**src/rtl/simplex_noise_2d_assert.svh**
```systemverilog
// Assertion macros shared by the simplex noise block.
// Each macro checks an implication on every rising clock edge outside reset.
`ifndef SIMPLEX_NOISE_2D_ASSERT_SVH
`define SIMPLEX_NOISE_2D_ASSERT_SVH
`ifndef SYNTH
`define SND_ASSERT_SAME(lbl, clk, rst, ante, cons) \
  lbl: assert property (@(posedge clk) disable iff (rst) (ante) |-> (cons)) \
    else $error("simplex_noise_2d: same-cycle check failed");
`define SND_ASSERT_NEXT(lbl, clk, rst, ante, cons) \
  lbl: assert property (@(posedge clk) disable iff (rst) (ante) |=> (cons)) \
    else $error("simplex_noise_2d: next-cycle check failed");
`else
`define SND_ASSERT_SAME(lbl, clk, rst, ante, cons)
`define SND_ASSERT_NEXT(lbl, clk, rst, ante, cons)
`endif
`endif

```
**src/rtl/snd_pkg.sv**
```systemverilog
`timescale 1ns / 1ps
// ----------------------------------------------------------------------------
// snd_pkg: shared definitions for the 2D simplex noise block
// Fixed-point constants, hash mixer constants and the corner record that
// travels from the cell stages to the corner pipelines.
// ----------------------------------------------------------------------------
package snd_pkg;

  // Skew factor F2 and the unskew factor G2, fixed point.
  localparam logic signed [15:0] SKEW_Q15    = 16'sd11994;
  localparam logic signed [15:0] UNSKEW2_Q16 = 16'sd13850;

  // Corner offsets in Q16.16: +G2, G2 - 1.0 and 2*G2 - 1.0.
  localparam logic signed [35:0] OFS_G1     = 36'sd13850;
  localparam logic signed [35:0] OFS_G1_M1  = -36'sd51686;
  localparam logic signed [35:0] OFS_G2_M1  = -36'sd37836;

  // Hash mixer constants.
  localparam logic [31:0] HASH_C0 = 32'h9E3779B9;
  localparam logic [31:0] HASH_C1 = 32'h85EBCA77;
  localparam logic [31:0] HASH_C2 = 32'hC2B2AE3D;
  localparam logic [31:0] HASH_C3 = 32'h27D4EB2F;

  // One corner as it enters its falloff pipeline.
  typedef struct packed {
    logic [31:0]        mix;
    logic signed [16:0] dx;
    logic signed [16:0] dy;
    logic               near;
  } corner_in_t;

endpackage

```
**src/rtl/snd_corner.sv**
```systemverilog
`timescale 1ns / 1ps
// ----------------------------------------------------------------------------
// snd_corner: contribution of one simplex corner
// Four register stages: hash multiply and squared radius, falloff square
// and gradient dot product, falloff fourth power, and the final product.
// ----------------------------------------------------------------------------
module snd_corner (
  input  logic               clk,
  input  logic [3:0]         en,
  input  snd_pkg::corner_in_t cin,
  output logic signed [31:0] term
);
  import snd_pkg::*;

  function automatic logic signed [15:0] grad_x(input logic [2:0] sel);
    case (sel)
      3'd0:    return 16'sd32767;
      3'd1:    return -16'sd32767;
      3'd2:    return 16'sd0;
      3'd3:    return 16'sd0;
      3'd4:    return 16'sd23170;
      3'd5:    return -16'sd23170;
      3'd6:    return 16'sd23170;
      default: return -16'sd23170;
    endcase
  endfunction

  function automatic logic signed [15:0] grad_y(input logic [2:0] sel);
    case (sel)
      3'd0:    return 16'sd0;
      3'd1:    return 16'sd0;
      3'd2:    return 16'sd32767;
      3'd3:    return -16'sd32767;
      3'd4:    return 16'sd23170;
      3'd5:    return 16'sd23170;
      3'd6:    return -16'sd23170;
      default: return -16'sd23170;
    endcase
  endfunction

  // Stage E: final hash multiply and squared distance.
  logic signed [33:0] dxw, dyw;
  logic signed [33:0] sqx, sqy;
  logic [31:0]        e_h;
  logic [34:0]        e_sq;
  logic signed [16:0] e_dx, e_dy;
  logic               e_near;

  assign dxw = 34'(cin.dx);
  assign dyw = 34'(cin.dy);
  assign sqx = dxw * dxw;
  assign sqy = dyw * dyw;

  always_ff @(posedge clk) begin
    if (en[0]) begin
      e_h    <= cin.mix * HASH_C3;
      e_sq   <= 35'(unsigned'(sqx)) + 35'(unsigned'(sqy));
      e_dx   <= cin.dx;
      e_dy   <= cin.dy;
      e_near <= cin.near;
    end
  end

  // Stage F: falloff square and gradient dot product.
  logic [2:0]         sel;
  logic [18:0]        r2;
  logic [15:0]        fu;
  logic [31:0]        fu_w, fsq;
  logic signed [33:0] gxw, gyw, exw, eyw, gsum;
  logic [14:0]        f_f2;
  logic signed [18:0] f_dot;
  logic               f_pos;

  assign sel  = e_h[2:0] ^ e_h[18:16];
  assign r2   = e_sq[34:16];
  assign fu   = 16'(19'd32768 - r2);
  assign fu_w = 32'(fu);
  assign fsq  = fu_w * fu_w;
  assign gxw  = 34'(grad_x(sel));
  assign gyw  = 34'(grad_y(sel));
  assign exw  = 34'(e_dx);
  assign eyw  = 34'(e_dy);
  assign gsum = gxw * exw + gyw * eyw;

  always_ff @(posedge clk) begin
    if (en[1]) begin
      f_f2  <= fsq[30:16];
      f_dot <= gsum[33:15];
      f_pos <= e_near && (r2 < 19'd32768);
    end
  end

  // Stage G: falloff fourth power; a corner out of reach gives zero.
  logic [29:0]        f2w, f4sq;
  logic [12:0]        g_f4;
  logic signed [18:0] g_dot;

  assign f2w  = 30'(f_f2);
  assign f4sq = f2w * f2w;

  always_ff @(posedge clk) begin
    if (en[2]) begin
      g_f4  <= f_pos ? f4sq[28:16] : 13'd0;
      g_dot <= f_dot;
    end
  end

  // Stage H: corner term in Q.32.
  logic signed [31:0] f4w, dotw;

  assign f4w  = 32'($signed({1'b0, g_f4}));
  assign dotw = 32'(g_dot);

  always_ff @(posedge clk) begin
    if (en[3]) begin
      term <= f4w * dotw;
    end
  end

endmodule

```
**config.mk**
```make
export PLATFORM = sky130hd
export DESIGN_NAME = snd_corner
export DESIGN_NICKNAME = d
export VERILOG_FILES = /design/src/rtl/simplex_noise_2d_assert.svh /design/src/rtl/snd_pkg.sv /design/src/rtl/snd_corner.sv
export SDC_FILE = /design/constraint.sdc
export NUM_CORES = 2
export LEC_CHECK = 0
export ABC_AREA = 1
export BUFFER_PORTS_ARGS = -buffer_cell sky130_fd_sc_hd__buf_2
export CAP_MARGIN = 10
export CORE_ASPECT_RATIO = 1.5
export CORE_MARGIN = 3
export CORE_UTILIZATION = 55
export CTS_BUF_LIST = sky130_fd_sc_hd__clkbuf_2 sky130_fd_sc_hd__clkbuf_4 sky130_fd_sc_hd__clkbuf_8
export CTS_CLUSTER_DIAMETER = 30
export DETAILED_ROUTE_END_ITERATION = 8
export PLACE_DENSITY = 0.71
export SYNTH_ARGS = -nofsm -noshare
export SYNTH_HDL_FRONTEND = slang
export SYNTH_SLANG_ARGS = --single-unit
export TNS_END_PERCENT = 30
```
**constraint.sdc**
```tcl
create_clock -name clk -period 9.3 [get_ports clk]
set_input_delay 0.465 -clock clk [delete_from_list [all_inputs] [get_ports clk]]
set_output_delay 0.465 -clock clk [all_outputs]
set_load 0.02 [all_outputs]
```
* After elaboration in Yosys (flattened, before gate mapping) *
Cells that the tools add are included.

storage, ports and cells
  bits in registers = 188
  input bits = 72
  output and inout bits = 32
  word-level logic and storage cells = 38

cells by class
  add/sub/neg operators = 3
  $mul = 8
  magnitude comparators = 1
  equality and inequality tests = 6
  multiplexer cells = 2
  bitwise logic cells = 1
  reductions and logical operators = 6

operators by type and width
  operator                                               count
  case mux 16 bit (4 select lines)                       2
  multiplier 17 x 17 -> 34 bit                           2
  multiplier 16 x 17 -> 33 bit                           2
  adder 34 x 34 -> 35 bit                                1
  adder 33 x 33 -> 34 bit                                1
  multiplier 14 x 19 -> 32 bit                           1
  multiplier 32 x 30 -> 19 bit (second input constant)   1
  multiplier 16 x 16 -> 31 bit                           1
  multiplier 15 x 15 -> 29 bit                           1
  < comparator 19 x 16 -> 1 bit (second input constant)  1
  subtractor 16 bit (first input constant)               1
  equality test 3 bit (second input constant)            3
  OR reduction 2 bit                                     4
  equality test 3 x 2 -> 1 bit (second input constant)   2
  equality test 3 x 1 -> 1 bit (second input constant)   1
  logical NOT 3 bit                                      1
  bitwise XOR 3 bit                                      1
  logical AND 1 bit                                      1

* Longest topological paths before layout *
  depth in word-level cells = 6
  depth in mapped cells = 39
  gate-level depth less buffers = 38

* Worst setup path after synthesis *
OpenSTA, ideal clock, no wires.

  kind = register to register
  start = reg e_h[1]
  end = reg f_dot[13] (data pin)
  setup time = 0.252 ns
  data arrival time = 7.279 ns
  required time = 9.048 ns
  setup slack = 1.769 ns
  cell stages (with the launch flop) = 28
  path buffers = 0
  period minus slack after synthesis = 7.531 ns
  cell sequence = edfxtp_1 inv_1 nand2_1 nand2_1 nand2_1 nand3_1 inv_1 nor2_1 inv_1 fa_1 inv_1 fa_1 inv_1 fa_1 fa_1 fa_1 fa_1 fa_1 inv_1 fa_1 inv_1 ha_1 nand2_1 nor2_1 nand4_1 or2_2 nand3_1 nand2_1

on the way
  word-level cells in the longest chain between the ends = 6
  elaborated cells on any way between the ends = 17
  classes of those cells = 1 x add/sub; 2 x mul; 6 x eq/ne; 2 x mux; 1 x bitwise; 5 x reduce/logical

ends and longest elaborated chain
  element                                                     RTL line                            text
  start: declaration                                          snd_corner.sv:44                    logic [31:0] e_h;
  start signal: assignment                                    snd_corner.sv:56                    e_h <= cin.mix * HASH_C3;
  bitwise XOR 3 bit (*)                                       snd_corner.sv:74                    assign sel = e_h[2:0] ^ e_h[18:16];
  equality test 3 bit (tied with other cells)                 snd_corner.sv:16, snd_corner.sv:29
  OR reduction 2 bit (no source line)                         -
  case mux 16 bit (4 select lines), on equally long branches  snd_corner.sv:16, snd_corner.sv:29
  multiplier 16 x 17 -> 33 bit                                snd_corner.sv:83                    assign gsum = gxw * exw + gyw * eyw;
  adder 33 x 33 -> 34 bit (*)                                 snd_corner.sv:83
  net gsum[28]                                                snd_corner.sv:69                    logic signed [33:0] gxw, gyw, exw, eyw, gsum;
  end signal: assignment                                      snd_corner.sv:88                    f_dot <= gsum[33:15];
  end: declaration                                            snd_corner.sv:71                    logic signed [18:0] f_dot;

The timed path passes the listed nets; every way through them passes the cells marked *.
A chain may end at the register's enable or synchronous reset.

* Final worst setup path *
  start = reg e_h[17]
  end = reg f_dot[12] (data pin)

Same word-level chain as after synthesis.

==> results.py <==
metrics = {
    "status": {
        "status": "complete, no violations",
    },
    "drt": {
        "antenna_left": 0,
        "via_per_inst": 5.17,
        "dr_total_vias": 53500,
        "drtIter0Drc": 2650,
        "detail_route.first_pass.iterations": 7,
        "route.detailed.drc": 0,
        "wl_per_cell_um": 17.7,
        "wl_mm": 183,
    },
    "logic_synthesis": {
        "yosysMostFrequentCell": "inv_1",
        "avgSynthCellArea_um2": 8.47,
        "netlist.area_leader.share": 0.469,
        "yosys_warnings": 0,
        "syn_area_um2": 73100,
        "yosysTopAreaCell": "fa_1",
        "synth.distinct_cells": 47,
        "synth-xor-area-share": 0.0206,
        "synth-compound-area-share": 0.0401,
        "synth_flop_cell": "edfxtp_1",
        "synthCells": 8629,
        "postSynthNetCount": 11100,
        "synth_top_family_by_area": "adder cells",
        "async_reset_ff_frac": 0,
        "ys_seq_area_frac": 0.0653,
        "synth_mux_area_frac": 0,
        "yosys.area_share.simple": 0.134,
        "synth_commonest_cells": "inv_1 (2755), fa_1 (1714), nand2_1 (1508), ha_1 (695), nor2_1 (555)",
        "ys_ff_latch": 159,
        "synth_fa_ha_area_frac": 0.588,
        "synth_edf_count": 159,
        "synthTopCellsByArea": "fa_1 (47%), inv_1 (14%), ha_1 (12%)",
    },
    "sta": {
        "finalSetupTns_ns": 0,
        "max_freq_ghz": 0.117,
        "fin_crit_sh": 0.916,
        "finalClockSkew_ns": 0.0410,
        "slew_viol_final": 0,
        "min_period_ns": 8.52,
        "worst_pin_slew_ns": 0.922,
        "setup_violations": 0,
        "holdWs_ns": 0.222,
        "maxSlewHeadroom": 0.385,
        "rsz0062_at_grt": "false",
        "hold_violations": 0,
    },
    "grt": {
        "overflow": 0,
        "track_usage": 0.280,
        "antenna_found_initial": 7,
        "grt_pass1_wl_mm": 303,
        "grt_max_degree": 61,
        "grt_pass1_vias": 60700,
    },
    "worst_hold_path": {
        "min_from": "cin[35]",
        "hp-class": "in -> reg",
        "min_to": "e_h[0]",
        "hold_depth": 1,
    },
    "layout": {
        "area_delta_synth_final_pct": 3.66,
        "fillCellCount": 11900,
        "final_cells": 10400,
        "fin_nets": 11100,
        "drive_gt1_frac": 0.0255,
    },
    "flow_run": {
        "max_cap_viol_count": 0,
    },
    "clock_tree": {
        "clk_pin_slew_ns": 0.13,
        "cts_max_level": 4,
        "cts_buffer_depth": 2,
        "cts_tree": "yes",
        "post_cts_buffers": 0,
        "cts-root-buf": "clkbuf_8",
        "insertion_delay_ns": 0.64,
        "clock-sinks": 159,
        "cts_made_buffers": 17,
    },
    "worst_setup_path": {
        "cp-startpoint": "e_h[17]",
        "reg2reg_from": "e_h[17]",
        "worst_r2r_path_depth": 30,
        "criticalPathCategory": "reg -> reg",
        "crit_required_ns": 9.69,
        "cp_max_fo": 21,
        "regToRegSetupSlack_ns": 0.78,
        "critPathArrivalTime_ns": 8.91,
        "crit_path_end_kind": "register",
        "worstReg2RegEnd": "f_dot[12]",
        "start_kind": "register",
        "crit_slowest_cell": "fa_1",
        "crit_top_cell": "fa_1",
        "slowest_delay_ns": 0.59,
    },
    "die": {
        "start_util": 0.555,
        "core-area_um2": 132000,
        "rows": 163,
        "fp.dieW_um": 304,
        "die_area_um2": 137000,
        "die_h_um": 453,
        "io_pins": 104,
    },
    "place": {
        "dp_cells": 10300,
        "portBuffers": 90,
        "gp_congestion": 0.955,
        "place.detailed.hpwl_mm": 162,
    },
}
## through the flow
stage          area [um^2]   util  setup WS [ns]
4_1_cts              75800  0.575          0.780
3_5_place_dp         75300  0.572          0.810
5_1_grt              75800  0.575          0.193
6_report             75800  0.575          0.780
2_1_floorplan        73100      -           1.77
3_3_place_gp         75300  0.572          0.883
## what timing repair did
action,in CTS,in global routing
gates resized for setup,0,0
hold buffers,1,0
endpoints found under the hold margin,1,0
## per-layer routing
layer,part of all wire,global-route usage,up-vias
met4,0.059,0.147,2
met1,0.35,0.302,26700
met5,0.000071,0,-
li1,-,-,24800
met3,0.038,0.0250,543
met2,0.55,0.540,1395
## logic make-up (layout without fill, tap and decap cells)
logic type,count (synthesis),after routing
fa+ha+maj,2409,2409
flops,159,159
simple gates,2435,2435
buf+inv,2934,2925
compound gates,522,522
xor+xnor,170,170
other cells,0,8
## state kept, by name, summed over array words and instances, names as in the netlist
signal	count
f_dot	19
g_f4	13
e_dx	17
e_sq	19
e_near	1
e_h	6
f_pos	1
f_f2	15
term	32
e_dy	17
g_dot	19
## worst max-delay path, delay by kind of cell, from the launching register on
kind                       cells  cell delay, ns
buffers and inverters          9            1.35
AOI/OAI and AO/OA              1            0.44
DFF                            1            0.43
and+or+nand+nor               11            1.56
adders and majority gates      9            4.48
## cell type report
class | count | area [um^2] | area share
inverters | 2765 | 10400 | 0.137
well taps | 1732 | 2170 | 0.0286
multi-input cells | 5536 | 57300 | 0.756
clock inverters | 15 | 198 | 0.00261
diodes | 8 | 20.0 | 0.000264
clock buffers | 17 | 234 | 0.00309
repair buffers | 128 | 738 | 0.00974
flip-flops and latches | 159 | 4770 | 0.0630
## cell usage in the layout (no fill, tap or decap), drive strengths merged, types with 25 or more instances in the layout
cell type  Yosys  layout
nand3        196     196
xnor2         60      60
xor2         110     110
a21o          30      30
fa          1714    1714
nor2         575     575
a21oi        250     250
buf           39     127
or2           25      25
nand2       1512    1512
ha           695     695
inv         2762    2768
o21ai        139     139
o21bai        54      54
edfxtp       159     159
nor3          50      50
nand4         49      49
## worst max-delay path by stage
stage	slack, ns	end	cells past startpoint
after floorplan	1.77	f_dot[13]	27
after global placement	0.88	f_dot[12]	30
after detailed placement	0.81	f_dot[12]	29
after CTS	0.78	f_dot[12]	29
after global routing	0.19	f_dot[12]	29
final	0.78	f_dot[12]	30
Power is left out: the tool's default activity adds up to more than one toggle a clock period on the data nets, which glitch-free logic cannot reach.
