===== config.mk =====
export PLATFORM = sky130hd
export DESIGN_NAME = snd_cell
export DESIGN_NICKNAME = d
export VERILOG_FILES = /design/src/rtl/simplex_noise_2d_assert.svh /design/src/rtl/snd_pkg.sv /design/src/rtl/snd_cell.sv
export SDC_FILE = /design/constraint.sdc
export NUM_CORES = 2
export LEC_CHECK = 0
export ABC_AREA = 1
export BUFFER_PORTS_ARGS = -buffer_cell sky130_fd_sc_hd__buf_4
export CORE_MARGIN = 1.5
export CORE_UTILIZATION = 45
export CTS_CLUSTER_DIAMETER = 80
export DETAILED_ROUTE_END_ITERATION = 10
export PLACE_DENSITY = 0.58
export SLEW_MARGIN = 15
export SYNTH_ARGS = -nofsm -noshare
export SYNTH_HDL_FRONTEND = slang
export SYNTH_SLANG_ARGS = --single-unit

===== constraint.sdc =====
create_clock -name clk -period 9.3 [get_ports clk]
set_input_delay 1.395 -clock clk [delete_from_list [all_inputs] [get_ports clk]]
set_output_delay 1.395 -clock clk [all_outputs]
set_load 0.05 [all_outputs]

===== src/rtl/simplex_noise_2d_assert.svh =====
// Assertion macros shared by the simplex noise block.
// Each macro checks an implication on every rising clock edge outside reset.
`ifndef SIMPLEX_NOISE_2D_ASSERT_SVH
`define SIMPLEX_NOISE_2D_ASSERT_SVH
`ifndef SYNTH
`define SND_ASSERT_SAME(lbl, clk, rst, ante, cons) \
  lbl: assert property (@(posedge clk) disable iff (rst) (ante) |-> (cons)) \
    else $error("simplex_noise_2d: same-cycle check failed");
`define SND_ASSERT_NEXT(lbl, clk, rst, ante, cons) \
  lbl: assert property (@(posedge clk) disable iff (rst) (ante) |=> (cons)) \
    else $error("simplex_noise_2d: next-cycle check failed");
`else
`define SND_ASSERT_SAME(lbl, clk, rst, ante, cons)
`define SND_ASSERT_NEXT(lbl, clk, rst, ante, cons)
`endif
`endif


===== src/rtl/snd_pkg.sv =====
`timescale 1ns / 1ps
// ----------------------------------------------------------------------------
// snd_pkg: shared definitions for the 2D simplex noise block
// Fixed-point constants, hash mixer constants and the corner record that
// travels from the cell stages to the corner pipelines.
// ----------------------------------------------------------------------------
package snd_pkg;

  // Skew factor F2 and the unskew factor G2, fixed point.
  localparam logic signed [15:0] SKEW_Q15    = 16'sd11994;
  localparam logic signed [15:0] UNSKEW2_Q16 = 16'sd13850;

  // Corner offsets in Q16.16: +G2, G2 - 1.0 and 2*G2 - 1.0.
  localparam logic signed [35:0] OFS_G1     = 36'sd13850;
  localparam logic signed [35:0] OFS_G1_M1  = -36'sd51686;
  localparam logic signed [35:0] OFS_G2_M1  = -36'sd37836;

  // Hash mixer constants.
  localparam logic [31:0] HASH_C0 = 32'h9E3779B9;
  localparam logic [31:0] HASH_C1 = 32'h85EBCA77;
  localparam logic [31:0] HASH_C2 = 32'hC2B2AE3D;
  localparam logic [31:0] HASH_C3 = 32'h27D4EB2F;

  // One corner as it enters its falloff pipeline.
  typedef struct packed {
    logic [31:0]        mix;
    logic signed [16:0] dx;
    logic signed [16:0] dy;
    logic               near;
  } corner_in_t;

endpackage


===== src/rtl/snd_cell.sv =====
`timescale 1ns / 1ps
// ----------------------------------------------------------------------------
// snd_cell: lattice cell, corner offsets and corner hash premix
// Four register stages: skew, cell index, unskew with hash products, and
// corner setup with middle corner choice.
// ----------------------------------------------------------------------------
module snd_cell (
  input  logic               clk,
  input  logic [3:0]         en,
  input  logic signed [31:0] point_x,
  input  logic signed [31:0] point_y,
  input  logic [31:0]        noise_seed,
  output snd_pkg::corner_in_t corner [3]
);
  import snd_pkg::*;

  function automatic logic [31:0] rotl13(input logic [31:0] v);
    return {v[18:0], v[31:19]};
  endfunction

  function automatic logic [31:0] rotl17(input logic [31:0] v);
    return {v[14:0], v[31:15]};
  endfunction

  // True when the offset fits a 17-bit signed value.
  function automatic logic fits17(input logic signed [35:0] v);
    return (&v[35:16]) || !(|v[35:16]);
  endfunction

  // Stage A: skew term s = floor((x + y) * F2).
  logic signed [32:0] sxy;
  logic signed [47:0] sxy_w;
  logic signed [47:0] skew_w;
  logic signed [47:0] sprod;
  logic signed [31:0] a_px, a_py;
  logic signed [32:0] a_s;
  logic [31:0]        a_seed;

  assign sxy    = 33'(point_x) + 33'(point_y);
  assign sxy_w  = 48'(sxy);
  assign skew_w = 48'(SKEW_Q15);
  assign sprod  = sxy_w * skew_w;

  always_ff @(posedge clk) begin
    if (en[0]) begin
      a_px   <= point_x;
      a_py   <= point_y;
      a_s    <= sprod[47:15];
      a_seed <= noise_seed;
    end
  end

  // Stage B: cell index and fractional part of the skewed point.
  logic signed [33:0] sum_x, sum_y;
  logic signed [17:0] b_ci, b_cj;
  logic [15:0]        b_fx, b_fy;
  logic signed [32:0] b_s;
  logic [31:0]        b_seed;

  assign sum_x = 34'(a_px) + 34'(a_s);
  assign sum_y = 34'(a_py) + 34'(a_s);

  always_ff @(posedge clk) begin
    if (en[1]) begin
      b_ci   <= sum_x[33:16];
      b_cj   <= sum_y[33:16];
      b_fx   <= sum_x[15:0];
      b_fy   <= sum_y[15:0];
      b_s    <= a_s;
      b_seed <= a_seed;
    end
  end

  // Stage C: first corner offset and the index products of the hash.
  logic signed [18:0] cij;
  logic signed [34:0] cij_w, unskew_w, tsk;
  logic signed [34:0] x0, y0;
  logic [31:0]        ci32, cj32;
  logic signed [34:0] c_x0, c_y0;
  logic [31:0]        c_a, c_b, c_seed;

  assign cij      = 19'(b_ci) + 19'(b_cj);
  assign cij_w    = 35'(cij);
  assign unskew_w = 35'(UNSKEW2_Q16);
  assign tsk      = cij_w * unskew_w;
  assign x0       = 35'($signed({1'b0, b_fx})) - 35'(b_s) + tsk;
  assign y0       = 35'($signed({1'b0, b_fy})) - 35'(b_s) + tsk;
  assign ci32     = 32'(b_ci);
  assign cj32     = 32'(b_cj);

  logic [31:0] c_seed_next;
  assign c_seed_next = b_seed;

  always_ff @(posedge clk) begin
    if (en[2]) begin
      c_x0   <= x0;
      c_y0   <= y0;
      c_a    <= ci32 * HASH_C1;
      c_b    <= cj32 * HASH_C2;
      c_seed <= c_seed_next;
    end
  end

  // Stage D: middle corner choice, offsets of all corners and hash premix.
  logic               di;
  logic signed [35:0] dx [3];
  logic signed [35:0] dy [3];
  logic [31:0]        ha [3];
  logic [31:0]        hb [3];
  logic [31:0]        h0;

  always_comb begin
    di    = c_x0 > c_y0;
    h0    = c_seed + HASH_C0;
    dx[0] = 36'(c_x0);
    dy[0] = 36'(c_y0);
    dx[1] = 36'(c_x0) + (di ? OFS_G1_M1 : OFS_G1);
    dy[1] = 36'(c_y0) + (di ? OFS_G1 : OFS_G1_M1);
    dx[2] = 36'(c_x0) + OFS_G2_M1;
    dy[2] = 36'(c_y0) + OFS_G2_M1;
    // Index + 1 times a constant is the product plus the constant.
    ha[0] = c_a;
    hb[0] = c_b;
    ha[1] = di ? c_a + HASH_C1 : c_a;
    hb[1] = di ? c_b : c_b + HASH_C2;
    ha[2] = c_a + HASH_C1;
    hb[2] = c_b + HASH_C2;
  end

  always_ff @(posedge clk) begin
    if (en[3]) begin
      for (int k = 0; k < 3; k++) begin
        corner[k].mix  <= rotl17(rotl13(h0 ^ ha[k]) ^ hb[k]);
        corner[k].dx   <= dx[k][16:0];
        corner[k].dy   <= dy[k][16:0];
        corner[k].near <= fits17(dx[k]) && fits17(dy[k]);
      end
    end
  end

endmodule


* Yosys cells after proc, flatten, opt, wreduce, memory -nomap -nowiden
Index checks and enable logic that the tools add are counted.
** Storage, ports and cells
- Flip-flop bits (word level) :: 629
- Latch bits :: 0
- Memory bits (writable) :: 0
- Bits in read-only memories :: 0
- Input bits :: 101
- Output and inout port bits :: 201
- Logic and storage cells :: 84
- Memories kept :: 0
** Operators by class
- $add $sub $neg :: 15
- Multipliers :: 4
- Divide/modulo/power cells :: 0
- $lt $le $gt $ge :: 1
- Equal/unequal tests :: 0
- Shift-type cells :: 0
- Multiplexer cells :: 4
- Bitwise operators :: 6
- Reduce and logical (&&, ||, !) cells :: 27
** Operator list (count)
- 32-bit bitwise XOR :: 6
- 32-bit adder, second input constant :: 3
- 20-bit AND reduction :: 4
- 20-bit OR reduction :: 4
- 35-bit by 17-bit adder with 36-bit output, second input constant :: 2
- 35-bit by 36-bit adder with 36-bit output :: 2
- 36-bit 2-to-1 mux :: 2
- 34-bit by 34-bit adder with 35-bit output :: 2
- 32-bit by 33-bit adder with 34-bit output :: 2
- 17-bit by 33-bit subtractor with 34-bit output :: 2
- 32-bit 2-to-1 mux :: 2
- 33-bit by 14-bit multiplier with 47-bit output, second input constant :: 1
- 19-bit AND reduction :: 2
- 19-bit OR reduction :: 2
- 35-bit > comparator :: 1
- 32-bit by 32-bit adder with 33-bit output :: 1
- 19-bit by 14-bit multiplier with 33-bit output, second input constant :: 1
- 18-bit by 31-bit multiplier with 32-bit output, second input constant :: 1
- 18-bit by 32-bit multiplier with 32-bit output, second input constant :: 1
- 18-bit by 18-bit adder with 19-bit output :: 1
- 1-bit logical NOT :: 6
- 1-bit logical OR :: 6
- 1-bit logical AND :: 3

* Depth between registers and ports, before layout
- Depth in word-level cells :: 7
- Depth in mapped cells :: 42
- Depth with buffers taken out :: 41

* Worst setup path after synthesis
Ideal clock, no wire load.
- Path type :: register -> register
- Start point :: reg b_ci[0]
- End point :: reg c_y0[34], data pin
- Setup time :: 0.262 ns
- Arrival time :: 8.159 ns
- Data required time :: 9.038 ns
- Slack :: 0.880 ns
- Cell stages (with the launch flop) :: 40
- Buffers on the path :: 1
- Period minus slack after synthesis :: 8.420 ns
- Cell sequence :: edfxtp_1 > ha_1 > fa_1 > nand3_1 > nand3_1 > a21oi_1 > o21bai_1 > a21oi_2 > o21bai_1 > xor2_1 > ha_1 > inv_1 > fa_1 > inv_1 > fa_1 > inv_1 > fa_1 > inv_1 > [4 not listed] > nor4_1 > nand3_1 > nand3_1 > nand2_1 > nand2_1 > nand2_1 > nand2_1 > xor2_1 > ha_1 > ha_1 > clkbuf_1 > nand2_1 > nor3_1 > nand2_1 > nor2_1 > inv_1 > o21ai_1 > xor2_1
** On the way
- Cells in the longest elaborated chain, start to end :: 3
** RTL lines
- start, declared :: RTL line snd_cell.sv:55 : logic signed [17:0] b_ci, b_cj;
- start signal, assigned :: RTL line snd_cell.sv:65 : b_ci <= sum_x[33:16];
- 18-bit by 18-bit adder with 19-bit output :: RTL line snd_cell.sv:82 : assign cij = 19'(b_ci) + 19'(b_cj);
- 19-bit by 14-bit multiplier with 33-bit output :: RTL line snd_cell.sv:85 : assign tsk = cij_w * unskew_w;
- 34-bit by 34-bit adder with 35-bit output :: RTL line snd_cell.sv:87 : assign y0 = 35'($signed({1'b0, b_fy})) - 35'(b_s) + tsk;
- via y0[34] :: RTL line snd_cell.sv:77 : logic signed [34:0] x0, y0;
- end signal, assigned :: RTL line snd_cell.sv:97 : c_y0 <= y0;
- end, declared :: RTL line snd_cell.sv:79 : logic signed [34:0] c_x0, c_y0;
The timed path passes the listed nets, and every way through them passes these cells.
A chain may end at the register's enable or synchronous reset.

* Final worst setup path
- Start point :: reg b_ci[0]
- End point :: reg c_y0[28], data pin
The elaborated chain is that of the path after synthesis.

==> implementation parameters <==
Parameter                              Value

Status
  Outcome ... finished clean

Worst hold path
  Min-delay worst type ... flip-flop to flip-flop

Synth
  Syn_nets ... about 9,900
  Netlist area before placement ... about 70,000 sq um
  Most used standard cell by instance count after synthesis ... inv_1
  Synthesis-stage register bit count ... 623
  Mean area per synthesized cell ... 8.59 sq um
  Cell types occupying the most area after synthesis ... edfxtp_1, fa_1, ha_1, inv_1, nand2_1
  Seq/Total Area, Yosys ... 26.3%
  Number of enable-type register cells in the synthesized netlist ... between 600 and 700
  Share of Yosys cell area claimed by the top area cell type ... about a quarter
  Ys flop type ... edfxtp_1
  Syn. warnings ... 0
  Async S/R FF share, synth ... 0%
  Instance count of the mapped netlist ... 8,276
  Top post-synthesis cells by count ... inv_1, nand2_1, ha_1
  Leading area contributor after synthesis ... edfxtp_1
  Unique masters post-synth ... between 50 and 60

Global routing
  Pin count of the biggest net entering global routing ... between 80 and 90
  Congestion Overflow GR ... 0
  All-layer global routing usage ... between 20% and 30%
  Initial antenna violation count ... 1
  Number of global-route vias before repair ... slightly below 60,000
  First-pass GRT wire length ... roughly 360 mm

Finish
  Fraction of layout instances using a drive strength above 1 ... ~9.0%
  Number of nets in the layout ... 10,500
  Reg area ... around 19,000 sq um
  Count of placed standard cells in the final layout, fillers left out ... 11,000
  Filler cells ... between 10,000 and 15,000
  Total area of multi-input combinational cells ... between 40,000 and 50,000 sq um
  Core Util, Final ... 51.4%
  Growth of design area from synthesis to finish ... 13.1%

Floorplan
  Total Die Area ... 160,000 sq um
  Initial standard-cell utilization of the core ... around 45%
  Vert. Die Dim ... approximately 400 um
  Number of cell rows ... 145
  IO Count ... about 300
  Die extent in x ... roughly 400 um
  Core region area ... ~160,000 sq um

Timing
  Final-report max-slew violation count ... 0
  Worst Max-Slew Pin Slew ... between 1 and 1.5 ns
  Min Hold Slack ... 0.402 ns
  Peak clock frequency supported by timing ... ~110 MHz
  Unrepaired setup endpoints after global routing ... true
  Setup violation total in the final timing report ... 0
  Worst rel slew slack ... 31.1%
  Post-route clock skew ... roughly 0.053 ns
  Number of failing hold endpoints at the final stage ... 0
  Crit path time final ... around 8.8 ns
  Portion of the clock cycle consumed by the worst path in the final layout ... around 95%

Clock tree
  Clk buf depth ... 3
  Clk_lat worst skew ... slightly above 0.7 ns
  Clock transition at path regs ... 0.06 ns
  Maximum level of the CTS H-tree ... 3
  Sink Count ... between 600 and 700
  Master cell of the clock root buffer ... clkbuf_16
  Clock tree from TritonCTS ... done
  TritonCTS buffer count ... 76

Worst setup path
  Delay of the slowest cell on the worst path ... approximately 0.5 ns
  Category of the critical setup timing path ... flip-flop to flip-flop
  Endpoint required time on the critical path ... between 9 and 10 ns
  Minimum setup slack among reg-to-reg paths ... slightly above 0.5 ns
  Crit path max-delay cell type ... fa_1
  Element type at the critical path start ... flip-flop
  Critical Path Sink Type ... flip-flop
  Endpoint arrival time on the critical path ... around 9.3 ns
  Critical path fanouts, max ... 4
  Most Frequent Cell on Critical Path ... fa_1

Placed design
  Quantity of I/O buffers inserted on ports ... approximately 300
  Post-DP HPWL ... between 200 and 250 mm
  Post-Place Cells ... ~11,000
  Final weighted congestion in routability-driven placement ... 0.977

Routing
  Total detailed-routing wirelength ... approximately 240 mm
  Number of detailed-route iterations in the first pass ... 6
  DRC violation total after the first TritonRoute iteration ... around 4,600
  Vias after detailed routing ... slightly below 60,000
  Count of antenna-violating nets left after detailed routing ... 0
  Mean number of vias per cell ... roughly 5.2
  Post-detailed-route wirelength per cell ... roughly 22 um
  DRC violation count after routing ... 0

Run
  Number of max-cap violations ... 0
sequential cells by signal, summed over array words and instances (netlist names), 33 cells and up:
| register | count |
|---|---|
| c_y0 | 35 |
| b_s | 33 |
| corner | 195 |
| a_s | 33 |
| c_x0 | 35 |
through the flow:
stage	instance area [sq um]	setup TNS, ns	worst slack (ns)
global placement	77700	-0.183	-0.116
CTS	80300	0	0.146
global route	80400	-0.106	-0.0539
finish	80400	0	0.510
detailed placement	77700	-0.239	-0.151
floorplan	71100	0	0.880
area by class of cell:
type	count	share of cell area [%]
tap	2058	3.20
inverter	1763	8.23
antenna	4	0.0124
clock inverter	49	0.728
multi-input combinational	5846	56.7
sequential	623	23.3
timing repair buffer	571	5.40
clock buffer	89	2.48
routing by layer:
| metal | wire length [um] | track usage (%) |
|---|---|---|
| met1 | 107000 | 40.4 |
| met2 | 112000 | 49.5 |
| met3 | 12700 | 2.91 |
| met4 | 9510 | 11.2 |
| met5 | 0 | 0 |
logic make-up after synthesis:
group | after synthesis | share of synthesized area, %
other | 1 | 0.00528
xor gates and xnor gates | 525 | 6.49
muxes | 1 | 0.0141
buffers and inverters | 1807 | 9.69
DFF | 623 | 26.3
and+or+nand+nor | 2909 | 17.0
AOI/OAI and AO/OA | 925 | 7.37
adders and majority gates | 1485 | 33.1
cells in the final DEF (no fill, tap or decap), drive strengths merged, types with 42 or more instances in the layout:
cell / synthesis / routed
nand3: 365 / 365
o21bai: 42 / 42
edfxtp: 623 / 623
clkbuf: 12 / 90
nand4: 102 / 102
fa: 659 / 659
xor2: 385 / 385
buf: 32 / 570
nor2: 626 / 626
o21ai: 268 / 268
a21o: 47 / 47
inv: 1762 / 1772
xnor2: 140 / 140
a21oi: 450 / 450
nand2: 1650 / 1650
nor3: 84 / 84
ha: 826 / 826
final timing paths:
| kind | from | endpoint | cells after the start |
|---|---|---|---|
| worst max-delay path | b_ci[0] | c_y0[28] | 34 |
| worst min-delay path | a_seed[7] | b_seed[7] | 0 |
| worst max register to register | b_ci[0] | c_y0[28] | 34 |
| worst min register to register | a_seed[7] | b_seed[7] | 0 |
critical path, delay by kind of cell (launching register included):
family	cells	cell delay (ns)
AO/OA/AOI/OAI	7	1.30
XOR/XNOR	3	0.70
adder cells (fa/ha/maj)	11	4.40
buffers and inverters	5	0.71
flip-flops	1	0.39
AND/OR/NAND/NOR	8	1.12
what timing repair did:
item	in CTS	in global routing
resized for setup	0	25
buffers inserted	0	1
endpoints found under the setup margin	0	20
hold buffers	0	0
Power is left out: the tool's default activity adds up to more than one toggle a clock period on the data nets, which glitch-free logic cannot reach.
